## config.mk

```make
export PLATFORM = sky130hd
export DESIGN_NAME = pds_sequencer
export DESIGN_NICKNAME = d
export VERILOG_FILES = /design/src/rtl/core/pds_pkg.sv /design/src/rtl/core/pds_sequencer.sv
export SDC_FILE = /design/constraint.sdc
export NUM_CORES = 1
export LEC_CHECK = 0
export ABC_AREA = 1
export ABC_CLOCK_PERIOD_IN_PS = 2750
export BUFFER_PORTS_ARGS = -buffer_cell sky130_fd_sc_hd__buf_2
export CAP_MARGIN = 20
export CORE_ASPECT_RATIO = 1.25
export CORE_MARGIN = 1.5
export CORE_UTILIZATION = 30
export CTS_CLUSTER_DIAMETER = 100
export DETAILED_ROUTE_END_ITERATION = 16
export HOLD_SLACK_MARGIN = 0.03
export SLEW_MARGIN = 20
export SYNTH_ARGS = -nofsm -noshare
export SYNTH_HDL_FRONTEND = slang
export SYNTH_SLANG_ARGS = --single-unit
```

## constraint.sdc

```tcl
create_clock -name clk -period 2.75 [get_ports clk]
set_clock_uncertainty 0.1 [all_clocks]
set_input_delay 0.275 -clock clk [delete_from_list [all_inputs] [get_ports clk]]
set_output_delay 0.275 -clock clk [all_outputs]
set_load 0.005 [all_outputs]
```

## src/rtl/core/pds_pkg.sv

```systemverilog
// Package with the types, constants and microprogram of the PLL divider search.
`timescale 1ns / 1ps
package pds_pkg;

  localparam int REF_W   = 26;
  localparam int FREQ_W  = 27;
  localparam int TGT_W   = 32;
  localparam int N_W     = 7;
  localparam int RC_W    = 2;
  localparam int MV_W    = 4;
  localparam int WS_W    = 3;
  localparam int CFG_W   = 27;
  localparam int CFG_IDX_W = 1;

  localparam int R_CHOICES_DEF = 4;
  localparam int M_MAX_DEF     = 8;

  localparam logic [REF_W-1:0]  REF_RST   = 26'd4000000;
  localparam logic [FREQ_W-1:0] START_RST = 27'd4000000;

  localparam logic [TGT_W-1:0]  FREQ_MIN = 32'd8000000;
  localparam logic [TGT_W-1:0]  FREQ_MAX = 32'd80000000;
  localparam logic [REF_W-1:0]  VIN_MIN  = 26'd4000000;
  localparam logic [REF_W-1:0]  VIN_MAX  = 26'd16000000;
  localparam logic [31:0]       VOUT_MIN = 32'd64000000;
  localparam logic [31:0]       VOUT_MAX = 32'd344000000;
  localparam logic [N_W-1:0]    N_MIN    = 7'd8;
  localparam logic [N_W-1:0]    N_MAX    = 7'd86;

  localparam logic [FREQ_W-1:0] WS0_LIM = 27'd16000000;
  localparam logic [FREQ_W-1:0] WS1_LIM = 27'd32000000;
  localparam logic [FREQ_W-1:0] WS2_LIM = 27'd48000000;
  localparam logic [FREQ_W-1:0] WS3_LIM = 27'd64000000;
  localparam logic [WS_W-1:0]   WS_TOP  = 3'd4;

  localparam logic OPC_INIT = 1'b0;

  typedef enum logic [CFG_IDX_W-1:0] {
    CFG_REF   = 1'b0,
    CFG_START = 1'b1
  } cfg_idx_e;

  typedef struct packed {
    logic             opcode;
    logic [TGT_W-1:0] target_freq_hz;
  } in_t;

  typedef struct packed {
    logic              status;
    logic              settings_changed;
    logic [RC_W-1:0]   r_divider_code;
    logic [MV_W-1:0]   m_divider;
    logic [N_W-1:0]    n_multiplier;
    logic [WS_W-1:0]   wait_states;
    logic [FREQ_W-1:0] current_freq_hz;
  } out_t;

  // Datapath operations, one per control word.
  typedef enum logic [4:0] {
    OP_NOP, OP_ACCEPT, OP_CLR, OP_DIV_VIN, OP_LD_VIN, OP_MUL_TM, OP_MUL_R,
    OP_DIV_N, OP_LD_N, OP_MUL_VOUT, OP_MUL_REF_N, OP_DIV_F, OP_LD_FOUND,
    OP_INC_M, OP_INC_I, OP_LD_INIT, OP_SET_FAIL, OP_SET_OK, OP_EMIT
  } op_e;

  // Jump conditions; the jump is taken when the condition holds.
  typedef enum logic [3:0] {
    C_NONE, C_ALWAYS, C_NO_IN, C_IS_INIT, C_BAD_RANGE, C_SAME, C_DIV_BUSY,
    C_VIN_BAD, C_N_BAD, C_VOUT_BAD, C_M_LAST, C_R_LAST, C_OUT_FULL
  } cond_e;

  localparam int NSTEPS = 27;
  localparam int STEP_W = $clog2(NSTEPS);

  typedef struct packed {
    op_e               op;
    cond_e             cond;
    logic [STEP_W-1:0] target;
  } ctrl_t;

  typedef struct packed {
    logic no_in;
    logic is_init;
    logic bad_range;
    logic same;
    logic div_busy;
    logic vin_bad;
    logic n_bad;
    logic vout_bad;
    logic m_last;
    logic r_last;
    logic out_full;
  } flags_t;

  localparam logic [STEP_W-1:0] L_IDLE     = 5'd0;
  localparam logic [STEP_W-1:0] L_MLOOP    = 5'd5;
  localparam logic [STEP_W-1:0] L_DIVW_VIN = 5'd6;
  localparam logic [STEP_W-1:0] L_DIVW_N   = 5'd11;
  localparam logic [STEP_W-1:0] L_DIVW_F   = 5'd16;
  localparam logic [STEP_W-1:0] L_NEXT_M   = 5'd18;
  localparam logic [STEP_W-1:0] L_NEXT_R   = 5'd20;
  localparam logic [STEP_W-1:0] L_INIT     = 5'd22;
  localparam logic [STEP_W-1:0] L_FAIL     = 5'd23;
  localparam logic [STEP_W-1:0] L_OK       = 5'd24;
  localparam logic [STEP_W-1:0] L_EMIT     = 5'd25;

  // The microprogram. Steps that never jump carry L_IDLE as an unused target.
  localparam ctrl_t UCODE [NSTEPS] = '{
    '{OP_ACCEPT,    C_NO_IN,     L_IDLE},      //  0 wait for a transaction
    '{OP_NOP,       C_IS_INIT,   L_INIT},      //  1
    '{OP_NOP,       C_BAD_RANGE, L_FAIL},      //  2
    '{OP_NOP,       C_SAME,      L_OK},        //  3
    '{OP_CLR,       C_NONE,      L_IDLE},      //  4 first R, M = 1
    '{OP_DIV_VIN,   C_NONE,      L_IDLE},      //  5 vin = ref / M
    '{OP_NOP,       C_DIV_BUSY,  L_DIVW_VIN},  //  6
    '{OP_LD_VIN,    C_NONE,      L_IDLE},      //  7
    '{OP_MUL_TM,    C_VIN_BAD,   L_NEXT_R},    //  8 target * M
    '{OP_MUL_R,     C_NONE,      L_IDLE},      //  9 ... * R
    '{OP_DIV_N,     C_NONE,      L_IDLE},      // 10 N = ... / ref
    '{OP_NOP,       C_DIV_BUSY,  L_DIVW_N},    // 11
    '{OP_LD_N,      C_NONE,      L_IDLE},      // 12
    '{OP_MUL_VOUT,  C_N_BAD,     L_NEXT_M},    // 13 vout = vin * N
    '{OP_MUL_REF_N, C_VOUT_BAD,  L_NEXT_M},    // 14 ref * N
    '{OP_DIV_F,     C_NONE,      L_IDLE},      // 15 ... / (M * R)
    '{OP_NOP,       C_DIV_BUSY,  L_DIVW_F},    // 16
    '{OP_LD_FOUND,  C_ALWAYS,    L_EMIT},      // 17
    '{OP_INC_M,     C_M_LAST,    L_NEXT_R},    // 18
    '{OP_NOP,       C_ALWAYS,    L_MLOOP},     // 19
    '{OP_INC_I,     C_R_LAST,    L_FAIL},      // 20
    '{OP_NOP,       C_ALWAYS,    L_MLOOP},     // 21
    '{OP_LD_INIT,   C_ALWAYS,    L_EMIT},      // 22
    '{OP_SET_FAIL,  C_ALWAYS,    L_EMIT},      // 23
    '{OP_SET_OK,    C_NONE,      L_IDLE},      // 24
    '{OP_EMIT,      C_OUT_FULL,  L_EMIT},      // 25 hold until the output frees
    '{OP_NOP,       C_ALWAYS,    L_IDLE}       // 26
  };

endpackage

```

## src/rtl/core/pds_sequencer.sv

```systemverilog
// Microcode sequencer: step counter, control store and conditional jumps.
`timescale 1ns / 1ps
module pds_sequencer (
  input  logic           clk,
  input  logic           rst_n,
  input  pds_pkg::flags_t flags,
  output pds_pkg::ctrl_t  ctrl
);
  import pds_pkg::*;

  logic [STEP_W-1:0] step_r, step_nxt;
  logic              jump;

  assign ctrl = UCODE[step_r];

  always_comb begin
    case (ctrl.cond)
      C_NONE:      jump = 1'b0;
      C_ALWAYS:    jump = 1'b1;
      C_NO_IN:     jump = flags.no_in;
      C_IS_INIT:   jump = flags.is_init;
      C_BAD_RANGE: jump = flags.bad_range;
      C_SAME:      jump = flags.same;
      C_DIV_BUSY:  jump = flags.div_busy;
      C_VIN_BAD:   jump = flags.vin_bad;
      C_N_BAD:     jump = flags.n_bad;
      C_VOUT_BAD:  jump = flags.vout_bad;
      C_M_LAST:    jump = flags.m_last;
      C_R_LAST:    jump = flags.r_last;
      C_OUT_FULL:  jump = flags.out_full;
      default:     jump = 1'b0;
    endcase
  end

  assign step_nxt = jump ? ctrl.target : step_r + STEP_W'(1);

  always_ff @(posedge clk) begin
    if (!rst_n) begin
      step_r <= L_IDLE;
    end else begin
      step_r <= step_nxt;
    end
  end
endmodule

```

## Word-level counts from Yosys, hierarchy flattened

Memories as Yosys holds them, arrays and structs flattened.
Cells that the tools add are included.

| operators by class | value |
|---|---|
| add/subtract/negate cells | 1 |
| magnitude comparators | 1 |
| eq/ne operators | 12 |
| mux-type cells | 4 |
| bitwise logic cells | 1 |

Operators by type and width:

| kind | number |
|---|---|
| $mux 14 | 2 |
| $eq 4x4->1 const B | 5 |
| $eq 4x3->1 const B | 4 |
| $pmux 1 s12 | 1 |
| $eq 4x2->1 const B | 2 |
| $ge 6x6->1 const B | 1 |
| $not 5->6 | 1 |
| $add 5x1->5 const B | 1 |
| $mux 5 | 1 |
| $eq 4x1->1 const B | 1 |

| word-level totals | value |
|---|---|
| flip-flop bits (word level) | 5 |
| bits in read-only memories | 448 |
| input bits | 13 |
| output and inout port bits | 14 |
| word-level logic and storage cells | 21 |
| memories kept | 1 |

Memory list:

| name | words | width | read ports | clocked after memory_dff | wr ports | line | text |
|---|---|---|---|---|---|---|---|
| (name not given) | 32 | 14 | 1 | 0 | 0 | pds_sequencer.sv:14 | `assign ctrl = UCODE[step_r];` |

## Longest topological paths before layout

Gate-level depths: netlist of run 1.

| depth | value |
|---|---|
| word-level depth | 7 |
| gate-level depth with buffers | 16 |

## Worst setup path before layout of run 1

OpenSTA, ideal clock, no wires.

| path | value |
|---|---|
| kind | register to register |
| from | reg step_r[0] |
| to | reg step_r[0] |
| arrival time | 1936 ps |
| required time | 2536 ps |
| setup slack | 600 ps |
| cell stages (with the launch flop) | 13 |
| path buffers | 0 |
| path through | dfxtp_1 -> inv_1 -> ha_1 -> nor2_1 -> nand3_1 -> nand3_4 -> nor2_1 -> nand3_1 -> nand2_2 -> nor2_4 -> nand3_4 -> nor2_1 -> nor2_2 |

RTL lines:

| item | line | text |
|---|---|---|
| start: declaration | pds_sequencer.sv:11 | `logic [STEP_W-1:0] step_r, step_nxt;` |
| start signal: assignment | pds_sequencer.sv:41 | `step_r <= step_nxt;` |

## Worst setup path in the final report of run 1

| path | value |
|---|---|
| from | reg step_r[0] |
| to | reg step_r[1] |

| on the way | value |
|---|---|
| longest elaborated chain between the ends | 7 |
| elaborated cells between the ends (all ways) | 19 |

Ends and longest elaborated chain:

| item | line | text |
|---|---|---|
| $not 5->6 (implied by the code) | pds_sequencer.sv:14 |  |
| $mem_v2 32x14 | -- |  |
| $mux 14 (implied by the code) (2 in a row) | pds_sequencer.sv:14 |  |
| $eq 4x4->1, or another cell as far along | pds_sequencer.sv:17 | `case (ctrl.cond)` |
| $pmux 1 s12 | pds_sequencer.sv:17 |  |
| $mux 5 * | pds_sequencer.sv:35 | `assign step_nxt = jump ? ctrl.target : step_r + STEP_W'(1);` |

Every way passes the cells marked *; elsewhere a longest branch is shown, timed or not. The select of a mux whose other input is x is not followed.
A chain may end at the register's enable or synchronous reset.

==> summary.txt, run 1 <==
status: complete, no violations
max reg flops: 5
FF-to-FF Start: step_r[0]
f_max: 394 MHz
clock sink count: 5
largest registers: step_r x5
final hold vios: 0
CTS clock-pin slew for the worst setup and hold paths: 0.04 ns
# DRC: 0
crit-path max cell delay: 0.50 ns
Crit Path Category: flop to flop
layout cell share with drive strength beyond 1: 26.1%
Root Buffer: clkbuf_8
number of flops mapped to enable cells by yosys: 0
DR vias: 1387
CP Capture Type: flop
CP max stage cell: dfxtp_1
RSZ-0062 raised after global routing: no
RePlAce Congestion: 0.858
CTS Buf Count: 3
ant diodes: 0
HPWL Detailed: 2690 um
crit path DAT: 2.55 ns
reg2reg path depth: 12
cells after synthesis: 205
CTS Buffer Depth: 2
leak pwr: 0.000798 uW
WP data required: 2.76 ns
Reg area: 100 sq um
average wire per standard cell: 11.7 um
register area share after synthesis: 8.26%
Cell Pwr Density: 1310 nW/um^2
R2R Setup Slk: 0.21 ns
largest net degree at the start of global routing: 19
initial drt markers: 51
Pre-antenna DRT Iters: 4
synth cell count leaders: 54 x nand2_1, 26 x inv_1, 24 x nor2_1
grt total ovfl: 0
final worst path period need: 2.54 ns
ys flop type: dfxtp_1
Netlist Area Pre-Place: 1210 sq um
initial antenna violation count: 0
Worst setup SP type: flop
All-Layer GR Usage: 16.1%
final setup vio count: 0
Synthesized Nets: 233
Setup Buffers After CTS: 0
peak supply drop: 0.431 mV
Crit path top cell by count: nor2_1
H-Tree Depth: 1
Worst Tran Pin Value: 0.332 ns
Boundary Pins: 27
post-route total power: 1900 uW
Mean Syn Cell Area: 5.91 sq um
Seq cells post-synth: 5
CTS tree: built
antenna-violating nets left: 0
vias in the first global route: 1323
area occupied by multi-input gates: 952 sq um
first-pass GRT wire length: 5620 um
Port-buffer cells: 26
Reg with most FFs: step_r
Slew Limit Fails: 0
Skew-Pair Late Insertion Delay: 0.22 ns
post-synthesis async set-or-reset flop share: 0%
cell taking the most area after synthesis: nand2_1
top post-synthesis cells by area: nand2_1 17%, ha_1 15%, dfxtp_1 8.3%
Crit Path Max Fanout: 9
die area: 4430 sq um
initial core utilization: 31.7%
Max-Cap Viols: 0
crit-path cells: inv_1, ha_1, nor2_1, nand3_1, nand3_4, nor2_1, nand3_1, nand2_2, nor2_4, nand3_4, nor2_1, nor2_2
core area: 3820 sq um
area grow syn2layout: 19.2%
Filler cells: 432
nets: 263
post-CTS sizing: 0
Worst Path Buf+Inv: 1
cell depth of the worst hold path: 3
final wirelength: 3370 um
yosys warns: 0
chip height: 74.0 um
hold wc startpoint: rst_n
top-count cell post-synth: nand2_1
hold buffer count at cts: 0
Fin Setup TNS: 0 ns
num rows: 25
reg-to-reg critical path endpoint: step_r[1]
Hold Crit Class: input port to flop
Cell variety after synth: 32
Avg Vias per Cell: 4.82
Min-Delay Endpoint: step_r[4]
top cell type's share of synthesized area: 16.7%
Die Wd: 59.8 um
Slew HR: 77.6%
Final period util: 92.3%
Largest delay share family, worst path: simple AND/OR/NAND/NOR gates
[per-layer routing]
layer / up-vias / share of wire [%] / track usage (%)
met2: 49 / 52 / 30.2
li1: 712 / - / -
met3: 2 / 4.7 / 1.39
met1: 624 / 43 / 19.4
met5: - / 0 / 0
met4: 0 / 0.45 / 3.95
[placed cells by master (no fill, tap or decap), types with 3 or more instances in the layout]
cell type  Yosys  layout
nand2_1       54      54
inv_1         26      26
buf_2          2      26
nor2_1        24      24
nand3_1       19      19
ha_1          15      15
a21oi_1       10      10
nand2_2        9       9
nor2_2         6       6
dfxtp_1        5       5
inv_2          4       4
o21ai_0        4       4
buf_4          1       4
clkbuf_8       0       3
[stage by stage]
step / area [sq um] / utilization (%) / setup WS [ns] / instances / hold slack [ns]
after floorplan: 1210 / - / 0.600 / 205 / 0.296
after global placement: 1400 / 36.7 / 0.242 / 284 / 0.458
after detailed placement: 1400 / 36.7 / 0.227 / 284 / 0.463
after CTS: 1440 / 37.8 / 0.215 / 288 / 0.231
after global routing: 1440 / 37.8 / 0.00886 / 288 / 0.255
final: 1440 / 37.8 / 0.211 / 288 / 0.229
[worst max-delay path by stage]
stage | start | end | slack [ns] | cells after the start
floorplan | step_r[0] | step_r[0] | 0.60 | 12
global placement | step_r[0] | step_r[1] | 0.24 | 12
detailed placement | step_r[0] | step_r[2] | 0.23 | 12
CTS | step_r[0] | step_r[1] | 0.22 | 12
global route | step_r[0] | step_r[0] | 0.009 | 14
finish | step_r[0] | step_r[1] | 0.21 | 12
[power by group]
group	total (uW)	internal [uW]	leakage (uW)	switching (uW)
registers	151	106	0.0000415	45.8
logic	1610	586	0.000734	1020
clock network	138	99.7	0.0000228	38.2
total	1900	792	0.000798	1100
[logic make-up after synthesis]
| logic type | count (synthesis) | synth area share [%] |
|---|---|---|
| simple gates | 126 | 50.6 |
| buf+inv | 36 | 13.1 |
| compound gates | 21 | 11.1 |
| fa+ha+maj | 15 | 15.5 |
| flops | 5 | 8.26 |
| xor+xnor | 2 | 1.45 |
[tightest hold or removal path, delay by kind of cell]
kind                   cells  cell delay (ns)
and+or+nand+nor            2             0.10
buffers and inverters      1             0.13
[layout make-up]
| class | count | share of cell area, % |
|---|---|---|
| Sequential cell | 5 | 6.93 |
| Timing Repair Buffer | 30 | 11.1 |
| Inverter | 31 | 8.23 |
| Multi-Input combinational cell | 164 | 65.9 |
| Tap cell | 54 | 4.68 |
| Clock buffer | 4 | 3.12 |
No activity file was read; power rests on OpenSTA's default activity.
==> run 2, diff against run 1 <==
CTS_BUF_LIST = sky130_fd_sc_hd__clkbuf_8   (was unset)
MAX_ROUTING_LAYER = met4   (was unset)
==> run 2 against run 1 <==
- die area stayed put
- sequential power hardly changed
- clock power is 3% lower
- non-clock buffer count stayed put
- register-to-register slack hardly changed
- combinational power hardly changed
- first-iteration DRC count is 20% higher
- cell area stayed put
- setup slack better by 0.0070 ns
- worst hold slack hardly changed
- via count is 0.65% lower
- routed wire length is 0.53% lower
- critical endpoint unchanged
- highest routed layer unchanged
==> summary.txt, run 2 (same netlist as run 1, synthesis figures left out) <==
status: complete, no violations
Port-buffer cells: 26 (unchanged)
final wirelength: 3350 um (-0.53%)
routed wl met3: 143 um (-9.5%)
f_max: 395 MHz (+0.27%)
grt total ovfl: 0 (unchanged)
crit path DAT: 2.55 ns (about the same)
largest registers: step_r x5
Worst setup SP type: flop
Boundary Pins: 27 (unchanged)
average wire per standard cell: 11.6 um (-0.53%)
max reg flops: 5 (unchanged)
CTS clock-pin slew for the worst setup and hold paths: 0.04 ns (about the same)
initial antenna violation count: 0 (unchanged)
Worst Tran Pin Value: 0.331 ns (-0.000729 ns)
largest net degree at the start of global routing: 19 (unchanged)
Largest delay share family, worst path: simple AND/OR/NAND/NOR gates
peak supply drop: 0.424 mV (-1.7%)
layout cell share with drive strength beyond 1: 26.1% (unchanged)
initial core utilization: 31.7% (unchanged)
All-Layer GR Usage: 16.6% (+0.49 points)
Root Buffer: clkbuf_8
commonest non-fill, non-tap cell in the layout: nand2_1
core area: 3820 sq um (unchanged)
Final period util: 92.1% (-0.25 points)
H-Tree Depth: 1 (unchanged)
Slew HR: 77.7% (about the same)
Filler cells: 432 (unchanged)
Hold Crit Class: input port to flop
Pre-antenna DRT Iters: 4 (unchanged)
R2R Setup Slk: 0.22 ns (about the same)
Reg with most FFs: step_r
CTS Buf Count: 3 (unchanged)
first-pass GRT wire length: 5640 um (+0.25%)
Skew-Pair Late Insertion Delay: 0.22 ns (about the same)
area grow syn2layout: 19.2% (unchanged)
M1 WL: 1450 um (-0.21%)
Slew Limit Fails: 0 (unchanged)
post-CTS sizing: 0 (unchanged)
crit-path max cell delay: 0.50 ns (about the same)
num rows: 25 (unchanged)
DR vias: 1378 (-0.65%)
Cell Pwr Density: 1310 nW/um^2 (-0.32%)
Crit path top cell by count: nor2_1
final hold vios: 0 (unchanged)
clock sink count: 5 (unchanged)
placed inst area: 1400 sq um (unchanged)
metal2 WL: 1740 um (about the same)
chip height: 74.0 um (unchanged)
Avg Vias per Cell: 4.78 (-0.65%)
# DRC: 0 (unchanged)
Crit Path Max Fanout: 9 (unchanged)
CP Capture Type: flop
HPWL Detailed: 2690 um (unchanged)
nets: 263 (unchanged)
Fin Setup TNS: 0 ns (unchanged)
CTS tree: built
RePlAce Congestion: 0.872 (+1.6%)
final setup vio count: 0 (unchanged)
crit-path cells: inv_1, ha_1, nor2_1, nand3_1, nand3_4, nor2_1, nand3_1, nand2_2, nor2_4, nand3_4, nor2_1, nor2_2
fin area: 1440 sq um (unchanged)
Setup Buffers After CTS: 0 (unchanged)
hold buffer count at cts: 0 (unchanged)
RSZ-0062 raised after global routing: no
Worst Path Buf+Inv: 1 (unchanged)
final worst path period need: 2.53 ns (-0.00696 ns)
Die Wd: 59.8 um (unchanged)
vias in the first global route: 1324 (+0.076%)
antenna-violating nets left: 0 (unchanged)
leak pwr: 0.000802 uW (+0.52%)
Max-Cap Viols: 0 (unchanged)
CTS Buffer Depth: 2 (unchanged)
initial drt markers: 61 (+20%)
die area: 4430 sq um (unchanged)
WP data required: 2.77 ns (about the same)
Crit Path Category: flop to flop
most frequent cells in the layout: 54 x nand2_1, 27 x inv_1, 26 x buf_2
Top Layer Used: met4
CP max stage cell: dfxtp_1
ant diodes: 0 (unchanged)
-- run 2: cell types whose count changed in the layout (fill, tap and decap cells not counted), sizes merged --
| cell | before | now |
|---|---|---|
| clkbuf | 4 | 3 |
| inv | 31 | 32 |
-- run 2: tightest hold or removal path: cells and delay by family --
family / cells / cell delay [ns]
buffers and inverters: 1 / 0.13
and+or+nand+nor: 2 / 0.10
-- run 2: power breakdown --
group          total (uW)  switching (uW)  internal [uW]
clock network         134            38.5           95.9
logic                1600            1020            586
registers             151            45.5            106
-- run 2: per-layer routing --
| metal | vias up | GRT usage (%) |
|---|---|---|
| li1 | 712 | - |
| met1 | 619 | 19.6 |
| met2 | 45 | 30.2 |
| met3 | 2 | 1.04 |
| met4 | 0 | 3.95 |
| met5 | - | - |
-- run 2: metrics by stage --
step           instances  power [uW]  hold WS [ns]  setup slack (ns)  utilization, %
6_report             288        1890         0.229             0.218            37.8
3_5_place_dp         284        1760         0.463             0.227            36.7
3_3_place_gp         284        1760         0.458             0.242            36.7
2_1_floorplan        205        1350         0.296             0.600               -
5_1_grt              288        2160         0.255           0.00886            37.8
4_1_cts              288        1910         0.231             0.215            37.8
-- run 2: cell type report --
class	instances	area (sq um)	share of cell area, %
Sequential cell	5	100	6.93
Clock buffer	3	41.3	2.86
Inverter	31	119	8.23
Multi-Input combinational cell	164	952	65.9
Clock inverter	1	3.75	0.260
Tap cell	54	67.6	4.68
Timing Repair Buffer	30	160	11.1
-- run 2: final timing paths --
| check | to | depth (start not counted) | from |
|---|---|---|---|
| setup / recovery | step_r[1] | 12 | step_r[0] |
| hold / removal | step_r[4] | 3 | rst_n |
| setup reg to reg | step_r[1] | 12 | step_r[0] |
| hold reg to reg | step_r[3] | 4 | step_r[0] |
